`src/rtl/core/kde_pkg.sv`:
```
package kde_pkg;

	// Item geometry
	localparam int NUM_COORDS = 4;
	localparam int MAX_DIMS   = 4;
	localparam int COORD_W    = 16;
	localparam int POINT_W    = NUM_COORDS * COORD_W;

	// Point store
	localparam int MAX_POINTS = 256;
	localparam int IDX_W      = $clog2(MAX_POINTS);
	localparam int CNT_W      = $clog2(MAX_POINTS + 1);

	// Datapath widths
	localparam int SQ_W     = 2 * COORD_W;
	localparam int DSQ_W    = SQ_W + $clog2(NUM_COORDS);
	localparam int THRESH_W = 35;
	localparam int HIV_W    = 32;
	localparam int NORM_W   = 32;
	localparam int PHI_W    = (DSQ_W - 16) + HIV_W;
	localparam int PLO_W    = 16 + HIV_W;
	localparam int T_W      = PHI_W + 1;
	localparam int EXP_W    = 16;
	localparam int SUM_W    = EXP_W + IDX_W;
	localparam int PROD_W   = SUM_W + NORM_W;
	localparam int DENS_W   = 48;
	localparam int DIMS_W   = 3;
	localparam int STAT_W   = 2;

	// Exp table over t in [0,8), t in Q.16
	localparam int EXP_ENTRIES  = 1024;
	localparam int EXP_AW       = $clog2(EXP_ENTRIES);
	localparam int SERIES_TERMS = 24;
	localparam logic [T_W-1:0] T_LIMIT = T_W'(8 << 16);

	// Operation codes
	localparam logic [1:0] OP_LOAD  = 2'd0;
	localparam logic [1:0] OP_QUERY = 2'd1;
	localparam logic [1:0] OP_CLEAR = 2'd2;

	// Status codes
	localparam logic [STAT_W-1:0] STAT_OK    = 2'd0;
	localparam logic [STAT_W-1:0] STAT_EMPTY = 2'd1;
	localparam logic [STAT_W-1:0] STAT_FULL  = 2'd2;

	// Register indexes
	localparam logic [1:0] REG_DIMS   = 2'd0;
	localparam logic [1:0] REG_THRESH = 2'd1;
	localparam logic [1:0] REG_HIV    = 2'd2;
	localparam logic [1:0] REG_NORM   = 2'd3;

	typedef enum logic [2:0] {
		ST_IDLE,
		ST_WALK,
		ST_DRAIN,
		ST_SCALE,
		ST_LAUNCH,
		ST_DIV,
		ST_FINISH
	} state_t;

	typedef logic [NUM_COORDS-1:0][SQ_W-1:0] lane_sq_t;

	typedef struct packed {
		logic             busy;
		logic [CNT_W-1:0] hits;
		logic [SUM_W-1:0] sum;
	} merge_out_t;

	typedef struct packed {
		logic              done;
		logic [PROD_W-1:0] quot;
	} div_out_t;

	typedef logic [EXP_ENTRIES-1:0][EXP_W-1:0] exp_rom_t;

	// exp(-f) in Q.32 for f < 1.0, alternating series with truncation
	function automatic logic [63:0] exp_frac_q32(input logic [63:0] f);
		logic [63:0] pos;
		logic [63:0] neg;
		logic [63:0] term;
		pos  = 64'd1 << 32;
		neg  = 64'd0;
		term = 64'd1 << 32;
		for (int k = 1; k <= SERIES_TERMS; k++) begin
			term = ((term * f) >> 32) / 64'(k);
			if (k % 2 == 1)
				neg = neg + term;
			else
				pos = pos + term;
		end
		return (pos >= neg) ? pos - neg : 64'd0;
	endfunction

	function automatic exp_rom_t build_exp_rom();
		exp_rom_t    rom;
		logic [63:0] half;
		logic [63:0] e1;
		logic [63:0] t;
		logic [63:0] whole;
		logic [63:0] r;
		logic [63:0] v;
		half = exp_frac_q32(64'h0000_0000_8000_0000);
		e1   = (half * half) >> 32;
		for (int k = 0; k < EXP_ENTRIES; k++) begin
			t     = (64'(k) << 35) / 64'(EXP_ENTRIES);
			whole = t >> 32;
			r     = exp_frac_q32(t & 64'h0000_0000_FFFF_FFFF);
			for (int w = 0; w < 8; w++) begin
				if (64'(w) < whole)
					r = (r * e1) >> 32;
			end
			v = (r + 64'h8000) >> 16;
			rom[k] = (v > 64'd65535) ? 16'hFFFF : v[15:0];
		end
		return rom;
	endfunction

	localparam exp_rom_t EXP_ROM = build_exp_rom();

endpackage

```
`src/rtl/core/kde_div.sv`:
```
module kde_div (
	input  logic                       clk,
	input  logic                       arst_n,
	input  logic                       start,
	input  logic [kde_pkg::PROD_W-1:0] dividend,
	input  logic [kde_pkg::CNT_W-1:0]  divisor,
	output kde_pkg::div_out_t          dvo
);
	import kde_pkg::*;

	localparam int STEP_W = $clog2(PROD_W);

	logic              run_q;
	logic              done_q;
	logic [STEP_W-1:0] cnt_q;
	logic [CNT_W-1:0]  div_q;
	logic [CNT_W-1:0]  rem_q;
	logic [PROD_W-1:0] qd_q;
	logic [CNT_W:0]    rem_sh;
	logic              ge;

	// One quotient bit per cycle, restoring
	assign rem_sh = {rem_q, qd_q[PROD_W-1]};
	assign ge     = rem_sh >= {1'b0, div_q};

	always_ff @(posedge clk or negedge arst_n) begin
		if (!arst_n) begin
			run_q  <= 1'b0;
			done_q <= 1'b0;
			cnt_q  <= '0;
		end else begin
			done_q <= 1'b0;
			if (start) begin
				run_q <= 1'b1;
				cnt_q <= '0;
			end else if (run_q) begin
				cnt_q <= cnt_q + STEP_W'(1);
				if (cnt_q == STEP_W'(PROD_W - 1)) begin
					run_q  <= 1'b0;
					done_q <= 1'b1;
				end
			end
		end
	end

	always_ff @(posedge clk) begin
		if (start) begin
			div_q <= divisor;
			rem_q <= '0;
			qd_q  <= dividend;
		end else if (run_q) begin
			rem_q <= ge ? CNT_W'(rem_sh - {1'b0, div_q}) : rem_sh[CNT_W-1:0];
			qd_q  <= {qd_q[PROD_W-2:0], ge};
		end
	end

	assign dvo.done = done_q;
	assign dvo.quot = qd_q;

endmodule

```
`config.mk`:
```
export PLATFORM = sky130hd
export DESIGN_NAME = kde_div
export DESIGN_NICKNAME = d
export VERILOG_FILES = /design/src/rtl/core/kde_pkg.sv /design/src/rtl/core/kde_div.sv
export SDC_FILE = /design/constraint.sdc
export NUM_CORES = 1
export LEC_CHECK = 0
export BUFFER_PORTS_ARGS = -buffer_cell sky130_fd_sc_hd__buf_2
export CORE_ASPECT_RATIO = 0.6
export CORE_MARGIN = 2
export CORE_UTILIZATION = 25
export CTS_CLUSTER_SIZE = 14
export DETAILED_ROUTE_END_ITERATION = 6
export HOLD_SLACK_MARGIN = 0.12
export PLACE_DENSITY_LB_ADDON = 0.25
export SETUP_SLACK_MARGIN = 0.3
export SYNTH_ARGS = -nofsm -noshare
export SYNTH_HDL_FRONTEND = slang
export SYNTH_SLANG_ARGS = --single-unit
```
`constraint.sdc`:
```
create_clock -name clk -period 7.2 [get_ports clk]
set_input_delay 0.72 -clock clk [delete_from_list [all_inputs] [get_ports clk]]
set_output_delay 0.72 -clock clk [all_outputs]
set_load 0.01 [all_outputs]
```
==> results.yml <==
outcome:
  outcome: "complete, no violations"
grt:
  grt_remaining_overflow: 0
  top_usage_layer: "met2"
  grt.total_usage: 0.106
  use_met1: 0.143
  grt_max_degree: 47
  use_met2: 0.157
  antenna_found_initial: 0
  grt_pass1_wl_um: 13500
  use_met3: 0.0430
  grt_pass1_vias: 2628
sta:
  slew_viol_final: 0
  finalSetupViolations: 0
  fin_tns_setup_ns: 0
  finalCriticalPeriod_ns: 2.70
  timing.final.hold_violations: 0
  period_share: 0.376
  max_freq_ghz: 0.370
  rsz0062_at_grt: "false"
  relSlewSlack: 0.406
  fin_skew_ns: 0.00791
  worst_pin_slew_ns: 0.891
  fin_ws_ns: 4.50
min_path:
  min_path_type: "primary input to asynchronous set/reset pin"
detailed_routing:
  drt_drc_violations_left: 0
  routed_wl_um: 8660
  final_antenna_net_count: 0
  vias: 2614
  drt-wirelength-per-cell_um: 14.3
  drtIter0Drc: 81
  dr.pass1.iters: 4
  via_per_inst: 4.33
synthesis:
  synth_edf_count: 65
  synthCells: 273
  synth.distinct_cells: 42
  netlist_area_um2: 3850
  async_reset_ff_frac: 0.0976
  synth_flop_cell: "edfxtp_1"
  syn_avg_cell_area_um2: 14.1
  yosysSeqAreaShare: 0.606
  yosysWarnings: 0
  syn_nets: 352
  ys_ff_latch: 82
run:
  cap_violations: 0
floorplan:
  start_util: 0.253
  io_pins: 125
  die_area_um2: 16400
  rows: 35
  die_h_um: 100
  core_um2: 15200
  chipWidth_um: 164
cells_and_area:
  final_cell_mix: "buf_2 (123), edfxtp_1 (65), mux2_2 (57)"
  area_growth_pct: 28.4
  nFillCells: 1521
  antenna_cells: 0
  finalCoreUtilization: 0.325
  fin_nets: 475
  layout_commonest_cell: "buf_2"
  drive_gt1_frac: 0.504
  design_area_um2: 4940
power_and_ir_drop:
  vdd_drop_max_v: 0.000101
  powerDensity_nw_per_um2: 286
  p_leak_nw: 2.06
  power_w: 0.00141
worst_setup_path:
  crit_top_cell: "inv_1"
  path_delay_family: "compound AO/OA/AOI/OAI gates"
  crit_path_max_fanout: 10
  cp.required_ns: 7.45
  worstSetupEndpointType: "flip-flop"
  slowest_stage: "o221a_1"
  path_class: "flip-flop to flip-flop"
  crit_chain: "inv_1, ha_1, inv_1, fa_1, a21o_1, a31oi_1, o221a_1, mux2_4, a211oi_2"
  critPathArrivalTime_ns: 2.95
  start_kind: "flip-flop"
  critical_path.max_stage_delay_ns: 0.55
  crit_buf_inv: 2
placed_design:
  pre_cts_ws_ns: 4.47
  gp_congestion: 0.803
  post_dp_cell_area_um2: 4670
  port_buffers: 124
  dp_hpwl_um: 6230
clock_tree:
  cts_tree: "built"
  path_clk_slew_ns: 0.06
  clk_latency_ns: 0.33
  cts_sinks: 82
  root_buffer: "clkbuf_16"
  htree_levels: 3
  cts_max_path_buffers: 2
  numCtsBuffers: 9
  postCtsHoldBufs: 0
  post_cts_resize_count: 0
  cts_setup_buffers: 0
## through the flow
stage          hold WS (ns)  cells
2_1_floorplan         0.424    273
3_3_place_gp          0.491    588
3_5_place_dp          0.495    588
4_1_cts               0.213    604
5_1_grt               0.229    604
6_report              0.226    604
## routing by layer
layer | vias up | wire length (um)
met4 | 0 | 44
li1 | 1277 | -
met1 | 1247 | 4180
met2 | 85 | 3710
met5 | - | 0
met3 | 5 | 724
## cells in the mapped netlist, types with 2 or more instances
library cell,instances,area [um2]
a311oi_1,8,70.1
nand2_1,16,60.1
dfxtp_1,9,180
xnor2_1,3,26.3
a21oi_1,7,35.0
or2b_1,2,15.0
o21ai_0,2,10.0
nand4_1,3,18.8
mux2i_1,2,20.0
a211oi_1,2,15.0
nor2_1,19,71.3
inv_1,13,48.8
nand4b_1,4,35.0
a21o_1,2,15.0
ha_1,10,125
xor2_1,5,43.8
mux2_2,57,642
nand3b_1,2,15.0
dfrtp_1,8,200
and2_1,2,12.5
nand3_1,2,10.0
edfxtp_1,65,1950
clkbuf_1,11,41.3
## flip-flops by register name (all words and copies together) (netlist names)
register and flops:
done_q 1, qd_q 56, cnt_q 6, rem_q 9, div_q 9, run_q 1
## logic make-up after synthesis
kind of cell / after synthesis / synth area share
adder cells (fa/ha/maj): 11 / 0.0377
multiplexers: 60 / 0.176
AO/OA/AOI/OAI: 30 / 0.0611
buffers and inverters: 27 / 0.0296
flip-flops: 82 / 0.606
AND/OR/NAND/NOR: 55 / 0.0712
XOR/XNOR: 8 / 0.0182
## path summary, 6_finish.rpt
check	start	endpoint	slack [ns]	cells after the start
max in group asynchronous	arst_n	cnt_q[0]	6.80	1
min in group clk	rem_q[7]	rem_q[8]	0.50	2
setup / recovery	qd_q[55]	rem_q[0]	4.50	9
hold / removal	arst_n	cnt_q[5]	0.23	1
setup reg to reg	qd_q[55]	rem_q[0]	4.50	9
hold reg to reg	rem_q[7]	rem_q[8]	0.50	2
## report_power, final
part / switching [W] / internal (W)
clock network: 0.000179 / 0.000234
registers: 0.0000420 / 0.000584
logic: 0.000198 / 0.000177
total: 0.000419 / 0.000995
## final cells by class
class                   instances  area [um2]  area share
flip-flops and latches         82        2330       0.472
repair buffers                126         638       0.129
multi-input cells             164        1400       0.284
inverters                      13        48.8     0.00988
clock buffers                  12         236      0.0479
clock inverters                 4        28.8     0.00583
well taps                     203         254      0.0514
(Power assumes the default switching activity.)
