<file path="src/rtl/core/kde_pkg.sv">
package kde_pkg;

	// Item geometry
	localparam int NUM_COORDS = 4;
	localparam int MAX_DIMS   = 4;
	localparam int COORD_W    = 16;
	localparam int POINT_W    = NUM_COORDS * COORD_W;

	// Point store
	localparam int MAX_POINTS = 256;
	localparam int IDX_W      = $clog2(MAX_POINTS);
	localparam int CNT_W      = $clog2(MAX_POINTS + 1);

	// Datapath widths
	localparam int SQ_W     = 2 * COORD_W;
	localparam int DSQ_W    = SQ_W + $clog2(NUM_COORDS);
	localparam int THRESH_W = 35;
	localparam int HIV_W    = 32;
	localparam int NORM_W   = 32;
	localparam int PHI_W    = (DSQ_W - 16) + HIV_W;
	localparam int PLO_W    = 16 + HIV_W;
	localparam int T_W      = PHI_W + 1;
	localparam int EXP_W    = 16;
	localparam int SUM_W    = EXP_W + IDX_W;
	localparam int PROD_W   = SUM_W + NORM_W;
	localparam int DENS_W   = 48;
	localparam int DIMS_W   = 3;
	localparam int STAT_W   = 2;

	// Exp table over t in [0,8), t in Q.16
	localparam int EXP_ENTRIES  = 1024;
	localparam int EXP_AW       = $clog2(EXP_ENTRIES);
	localparam int SERIES_TERMS = 24;
	localparam logic [T_W-1:0] T_LIMIT = T_W'(8 << 16);

	// Operation codes
	localparam logic [1:0] OP_LOAD  = 2'd0;
	localparam logic [1:0] OP_QUERY = 2'd1;
	localparam logic [1:0] OP_CLEAR = 2'd2;

	// Status codes
	localparam logic [STAT_W-1:0] STAT_OK    = 2'd0;
	localparam logic [STAT_W-1:0] STAT_EMPTY = 2'd1;
	localparam logic [STAT_W-1:0] STAT_FULL  = 2'd2;

	// Register indexes
	localparam logic [1:0] REG_DIMS   = 2'd0;
	localparam logic [1:0] REG_THRESH = 2'd1;
	localparam logic [1:0] REG_HIV    = 2'd2;
	localparam logic [1:0] REG_NORM   = 2'd3;

	typedef enum logic [2:0] {
		ST_IDLE,
		ST_WALK,
		ST_DRAIN,
		ST_SCALE,
		ST_LAUNCH,
		ST_DIV,
		ST_FINISH
	} state_t;

	typedef logic [NUM_COORDS-1:0][SQ_W-1:0] lane_sq_t;

	typedef struct packed {
		logic             busy;
		logic [CNT_W-1:0] hits;
		logic [SUM_W-1:0] sum;
	} merge_out_t;

	typedef struct packed {
		logic              done;
		logic [PROD_W-1:0] quot;
	} div_out_t;

	typedef logic [EXP_ENTRIES-1:0][EXP_W-1:0] exp_rom_t;

	// exp(-f) in Q.32 for f < 1.0, alternating series with truncation
	function automatic logic [63:0] exp_frac_q32(input logic [63:0] f);
		logic [63:0] pos;
		logic [63:0] neg;
		logic [63:0] term;
		pos  = 64'd1 << 32;
		neg  = 64'd0;
		term = 64'd1 << 32;
		for (int k = 1; k <= SERIES_TERMS; k++) begin
			term = ((term * f) >> 32) / 64'(k);
			if (k % 2 == 1)
				neg = neg + term;
			else
				pos = pos + term;
		end
		return (pos >= neg) ? pos - neg : 64'd0;
	endfunction

	function automatic exp_rom_t build_exp_rom();
		exp_rom_t    rom;
		logic [63:0] half;
		logic [63:0] e1;
		logic [63:0] t;
		logic [63:0] whole;
		logic [63:0] r;
		logic [63:0] v;
		half = exp_frac_q32(64'h0000_0000_8000_0000);
		e1   = (half * half) >> 32;
		for (int k = 0; k < EXP_ENTRIES; k++) begin
			t     = (64'(k) << 35) / 64'(EXP_ENTRIES);
			whole = t >> 32;
			r     = exp_frac_q32(t & 64'h0000_0000_FFFF_FFFF);
			for (int w = 0; w < 8; w++) begin
				if (64'(w) < whole)
					r = (r * e1) >> 32;
			end
			v = (r + 64'h8000) >> 16;
			rom[k] = (v > 64'd65535) ? 16'hFFFF : v[15:0];
		end
		return rom;
	endfunction

	localparam exp_rom_t EXP_ROM = build_exp_rom();

endpackage

</file>
<file path="src/rtl/core/kde_lane.sv">
module kde_lane (
	input  logic                       clk,
	input  logic                       en,
	input  logic signed [kde_pkg::COORD_W-1:0] x,
	input  logic signed [kde_pkg::COORD_W-1:0] p,
	output logic [kde_pkg::SQ_W-1:0]   sq_s2
);
	import kde_pkg::*;

	logic signed [COORD_W:0] diff;
	logic [COORD_W-1:0]      mag;

	// Take the absolute coordinate difference
	assign diff = (COORD_W+1)'(x) - (COORD_W+1)'(p);
	assign mag  = diff[COORD_W] ? COORD_W'(-diff) : diff[COORD_W-1:0];

	// Square it, or drop the lane when the coordinate does not count
	always_ff @(posedge clk) begin
		sq_s2 <= en ? SQ_W'(mag) * SQ_W'(mag) : '0;
	end

endmodule

</file>
<file path="config.mk">
export PLATFORM = sky130hd
export DESIGN_NAME = kde_lane
export DESIGN_NICKNAME = d
export VERILOG_FILES = /design/src/rtl/core/kde_pkg.sv /design/src/rtl/core/kde_lane.sv
export SDC_FILE = /design/constraint.sdc
export NUM_CORES = 1
export LEC_CHECK = 0
export BUFFER_PORTS_ARGS = -buffer_cell sky130_fd_sc_hd__buf_4
export CAP_MARGIN = 0
export CELL_PAD_IN_SITES_DETAIL_PLACEMENT = 0
export CELL_PAD_IN_SITES_GLOBAL_PLACEMENT = 1
export CORE_MARGIN = 4
export CORE_UTILIZATION = 49
export DETAILED_ROUTE_END_ITERATION = 10
export PLACE_DENSITY = 0.85
export SYNTH_ARGS = -nofsm -noshare
export SYNTH_HDL_FRONTEND = slang
export SYNTH_SLANG_ARGS = --single-unit
</file>
<file path="constraint.sdc">
create_clock -name clk -period 13.4 [get_ports clk]
set_clock_uncertainty 0.2 [all_clocks]
set_input_delay 2.01 -clock clk [delete_from_list [all_inputs] [get_ports clk]]
set_output_delay 2.01 -clock clk [all_outputs]
set_load 0.02 [all_outputs]
</file>
==> impl_table.tex <==
\begin{tabular}{lr}
\hline
Metric & Value \\
\hline
\multicolumn{2}{l}{\textbf{Worst setup path}} \\
\quad Start-to-end type of the worst setup path & primary input to register \\
\quad Category of the worst setup path capture point & register \\
\quad Required time reported for the critical path endpoint & 13390 ps \\
\quad Startpoint types & primary input \\
\quad Peak per-stage delay on the critical path & 650 ps \\
\quad Worst path arrival time & 11520 ps \\
\quad Crit Path Max Fanout & 14 \\
\quad Cell at the slowest stage of the critical path & sky130\_fd\_sc\_hd\_\_a31oi\_1 \\
\quad Library cell appearing most often on the critical path & sky130\_fd\_sc\_hd\_\_fa\_1 \\
\multicolumn{2}{l}{\textbf{CTS}} \\
\quad Clock buffers created by TritonCTS & 5 \\
\quad Clock tree buffer depth & 2 \\
\quad Total of cells resized after clock tree synthesis & 0 \\
\quad CTS H-Tree Depth & 2 \\
\quad Total clock sinks & 31 \\
\quad Post-CTS Hold Buffers & 0 \\
\quad \# Post-CTS Setup Buffers & 0 \\
\quad Reg clk slew, reported paths & 60 ps \\
\quad Clock tree from TritonCTS & built \\
\quad Clock root buffer & sky130\_fd\_sc\_hd\_\_clkbuf\_16 \\
\multicolumn{2}{l}{\textbf{Die}} \\
\quad Die width & 145.9 µm \\
\quad Die Area & 0.02130 mm² \\
\quad Rows & 50 \\
\quad Placeable core region & 0.01871 mm² \\
\quad I/O pin count & 66 \\
\quad Die Y-Extent & 145.9 µm \\
\quad Starting utilization of the core area & 49.85\% \\
\multicolumn{2}{l}{\textbf{Routing}} \\
\quad Vias per std cell & 5.317 \\
\quad Initial detailed-routing violation count & 366 \\
\quad Aggregate routed wire length & 21.09 mm \\
\quad Final antenna-violating net count & 0 \\
\quad Met2 wire length & 10.49 mm \\
\quad Met1 layer wirelength in the final routing & 9.081 mm \\
\quad WL met3 & 978 µm \\
\quad Routed wire per std cell & 15.35 µm \\
\quad Residual DRC & 0 \\
\quad Via count & 7306 \\
\quad Uppermost metal layer occupied by signal nets & met4 \\
\quad First drt pass iteration count & 5 \\
\multicolumn{2}{l}{\textbf{Synth}} \\
\quad Gate count of the mapped netlist & 1086 \\
\quad Async set-or-reset flop fraction in the synthesized netlist & 0\% \\
\quad Share of Yosys cell area claimed by the top area cell type & 35.86\% \\
\quad Top post-synthesis cells by count & sky130\_fd\_sc\_hd\_\_inv\_1 (236), sky130\_fd\_sc\_hd\_\_fa\_1 (167), sky130\_fd\_sc\_hd\_\_nor2\_1 (112) \\
\quad Number of nets produced by synthesis & 1397 \\
\quad Per-instance average area after synthesis & 8.586 µm² \\
\quad Share of synthesized area occupied by flip-flops and latches & 6.656\% \\
\quad Post-synth cell types & 69 \\
\quad Seq cells post-synth & 31 \\
\quad Warning count from the yosys run & 0 \\
\quad Number of flops mapped to enable cells by yosys & 0 \\
\quad Library cell occupying the most area in the post-synthesis netlist & sky130\_fd\_sc\_hd\_\_fa\_1 \\
\quad Leading register cell type out of synthesis & sky130\_fd\_sc\_hd\_\_dfxtp\_1 \\
\quad Most used standard cell by instance count after synthesis & sky130\_fd\_sc\_hd\_\_inv\_1 \\
\quad Dominant cells by area after synthesis & sky130\_fd\_sc\_hd\_\_fa\_1 (36\%), sky130\_fd\_sc\_hd\_\_ha\_1 (15\%), sky130\_fd\_sc\_hd\_\_inv\_1 (9.5\%) \\
\quad Cell area after synthesis & 0.009324 mm² \\
\multicolumn{2}{l}{\textbf{STA}} \\
\quad Achievable clock frequency & 0.08671 GHz \\
\quad Setup repair after global routing missed its margin & false \\
\quad Tmin final & 11530 ps \\
\quad Setup TNS & 0 ps \\
\quad Max-slew headroom at the worst pin & 34.79\% \\
\quad Final hold vios & 0 \\
\quad Period utilization & 86.07\% \\
\quad \# setup viols final & 0 \\
\quad Slew Limit Fails & 0 \\
\quad Actual slew at the worst max-slew pin & 968.0 ps \\
\multicolumn{2}{l}{\textbf{Place}} \\
\quad DPL Wire Length & 17.42 mm \\
\quad Placer Congestion & 0.8495 \\
\quad Total of buffers placed on input and output ports & 64 \\
\multicolumn{2}{l}{\textbf{Final layout}} \\
\quad Inserted Diodes & 0 \\
\quad Max FFs per register & 31 \\
\quad Post-layout net count & 1450 \\
\quad Signed area change from the synthesized netlist to the final layout & 9.514\% \\
\quad Register with the most flip-flops & sq\_s2 \\
\quad Largest registers in the final layout & sq\_s2: 31 flops \\
\quad Fraction of final layout cells sized beyond drive strength 1 & 10.18\% \\
\multicolumn{2}{l}{\textbf{Global routing}} \\
\quad Via count of the first global-routing pass & 7804 \\
\quad Global-route wire length before repair & 36.84 mm \\
\quad Remaining global-route overflow & 0 \\
\quad Number of antenna violations at the first check in global routing & 0 \\
\quad Pin count of the biggest net entering global routing & 33 \\
\quad Total routing usage reported by global routing & 20.96\% \\
\multicolumn{2}{l}{\textbf{Flow run}} \\
\quad \# Max-Cap Violations & 0 \\
\multicolumn{2}{l}{\textbf{Run status}} \\
\quad Run status & complete, no violations \\
\multicolumn{2}{l}{\textbf{Min path}} \\
\quad Min-Delay Path Class & primary input to register \\
\hline
\end{tabular}
-- layer usage --
layer / GRT usage [%] / up-vias
met5: 0 / -
met4: 6.173 / 0
met3: 2.554 / 43
met2: 37.40 / 192
met1: 26.72 / 3573
li1: - / 3498
-- area by class of cell --
| type | instances | area [µm²] |
|---|---|---|
| sequential | 31 | 620.6 |
| timing repair buffer | 76 | 570.5 |
| inverter | 243 | 912.1 |
| clock inverter | 2 | 35.03 |
| clock buffer | 6 | 138.9 |
| multi-input combinational | 782 | 7641 |
| fill | 1771 | 8494 |
| tap | 234 | 292.8 |
-- critical path: cells and delay by family --
family / cells / cell delay [ps]
xor gates and xnor gates: 2 / 780
adders and majority gates: 9 / 3700
AOI/OAI and AO/OA: 8 / 2400
buffers and inverters: 6 / 780
and+or+nand+nor: 10 / 1810
-- kinds of logic (layout without fill, tap and decap cells) --
| logic type | Yosys count | count (layout) | synth area share, % |
|---|---|---|---|
| other | 1 | 1 | 0.04022 |
| buffers and inverters | 273 | 327 | 11.39 |
| multiplexers | 2 | 2 | 0.2147 |
| adder cells (fa/ha/maj) | 277 | 277 | 50.62 |
| flip-flops | 31 | 31 | 6.656 |
| AO/OA/AOI/OAI | 136 | 136 | 10.23 |
| AND/OR/NAND/NOR | 321 | 321 | 16.22 |
| XOR/XNOR | 45 | 45 | 4.630 |
-- stage by stage --
step | setup slack [ps] | hold WS [ps] | instances | utilization [%] | instance area, µm²
global route | 1168 | 1960 | 1374 | 54.59 | 10210
CTS | 1921 | 1961 | 1374 | 54.59 | 10210
floorplan | 3099 | 1962 | 1086 | - | 9324
global placement | 1888 | 2223 | 1366 | 53.66 | 10040
detailed placement | 1600 | 2221 | 1366 | 53.66 | 10040
finish | 1867 | 1929 | 1374 | 54.59 | 10210
-- final timing paths --
kind,to,cells past startpoint,slack (ps),startpoint
max,sq_s2[31],35,1870,x[0]
min,sq_s2[29],2,1930,en
-- cells in the final DEF (no fill, tap or decap), types with 23 or more instances in the layout --
master / instances
sky130_fd_sc_hd__a21oi_1: 30
sky130_fd_sc_hd__and2_1: 23
sky130_fd_sc_hd__buf_4: 76
sky130_fd_sc_hd__dfxtp_1: 31
sky130_fd_sc_hd__fa_1: 167
sky130_fd_sc_hd__ha_1: 110
sky130_fd_sc_hd__inv_1: 236
sky130_fd_sc_hd__nand2_1: 89
sky130_fd_sc_hd__nor2_1: 112
sky130_fd_sc_hd__o21ai_0: 24
Power is left out: the tool's default activity adds up to more than one toggle a clock period on the data nets, which glitch-free logic cannot reach.
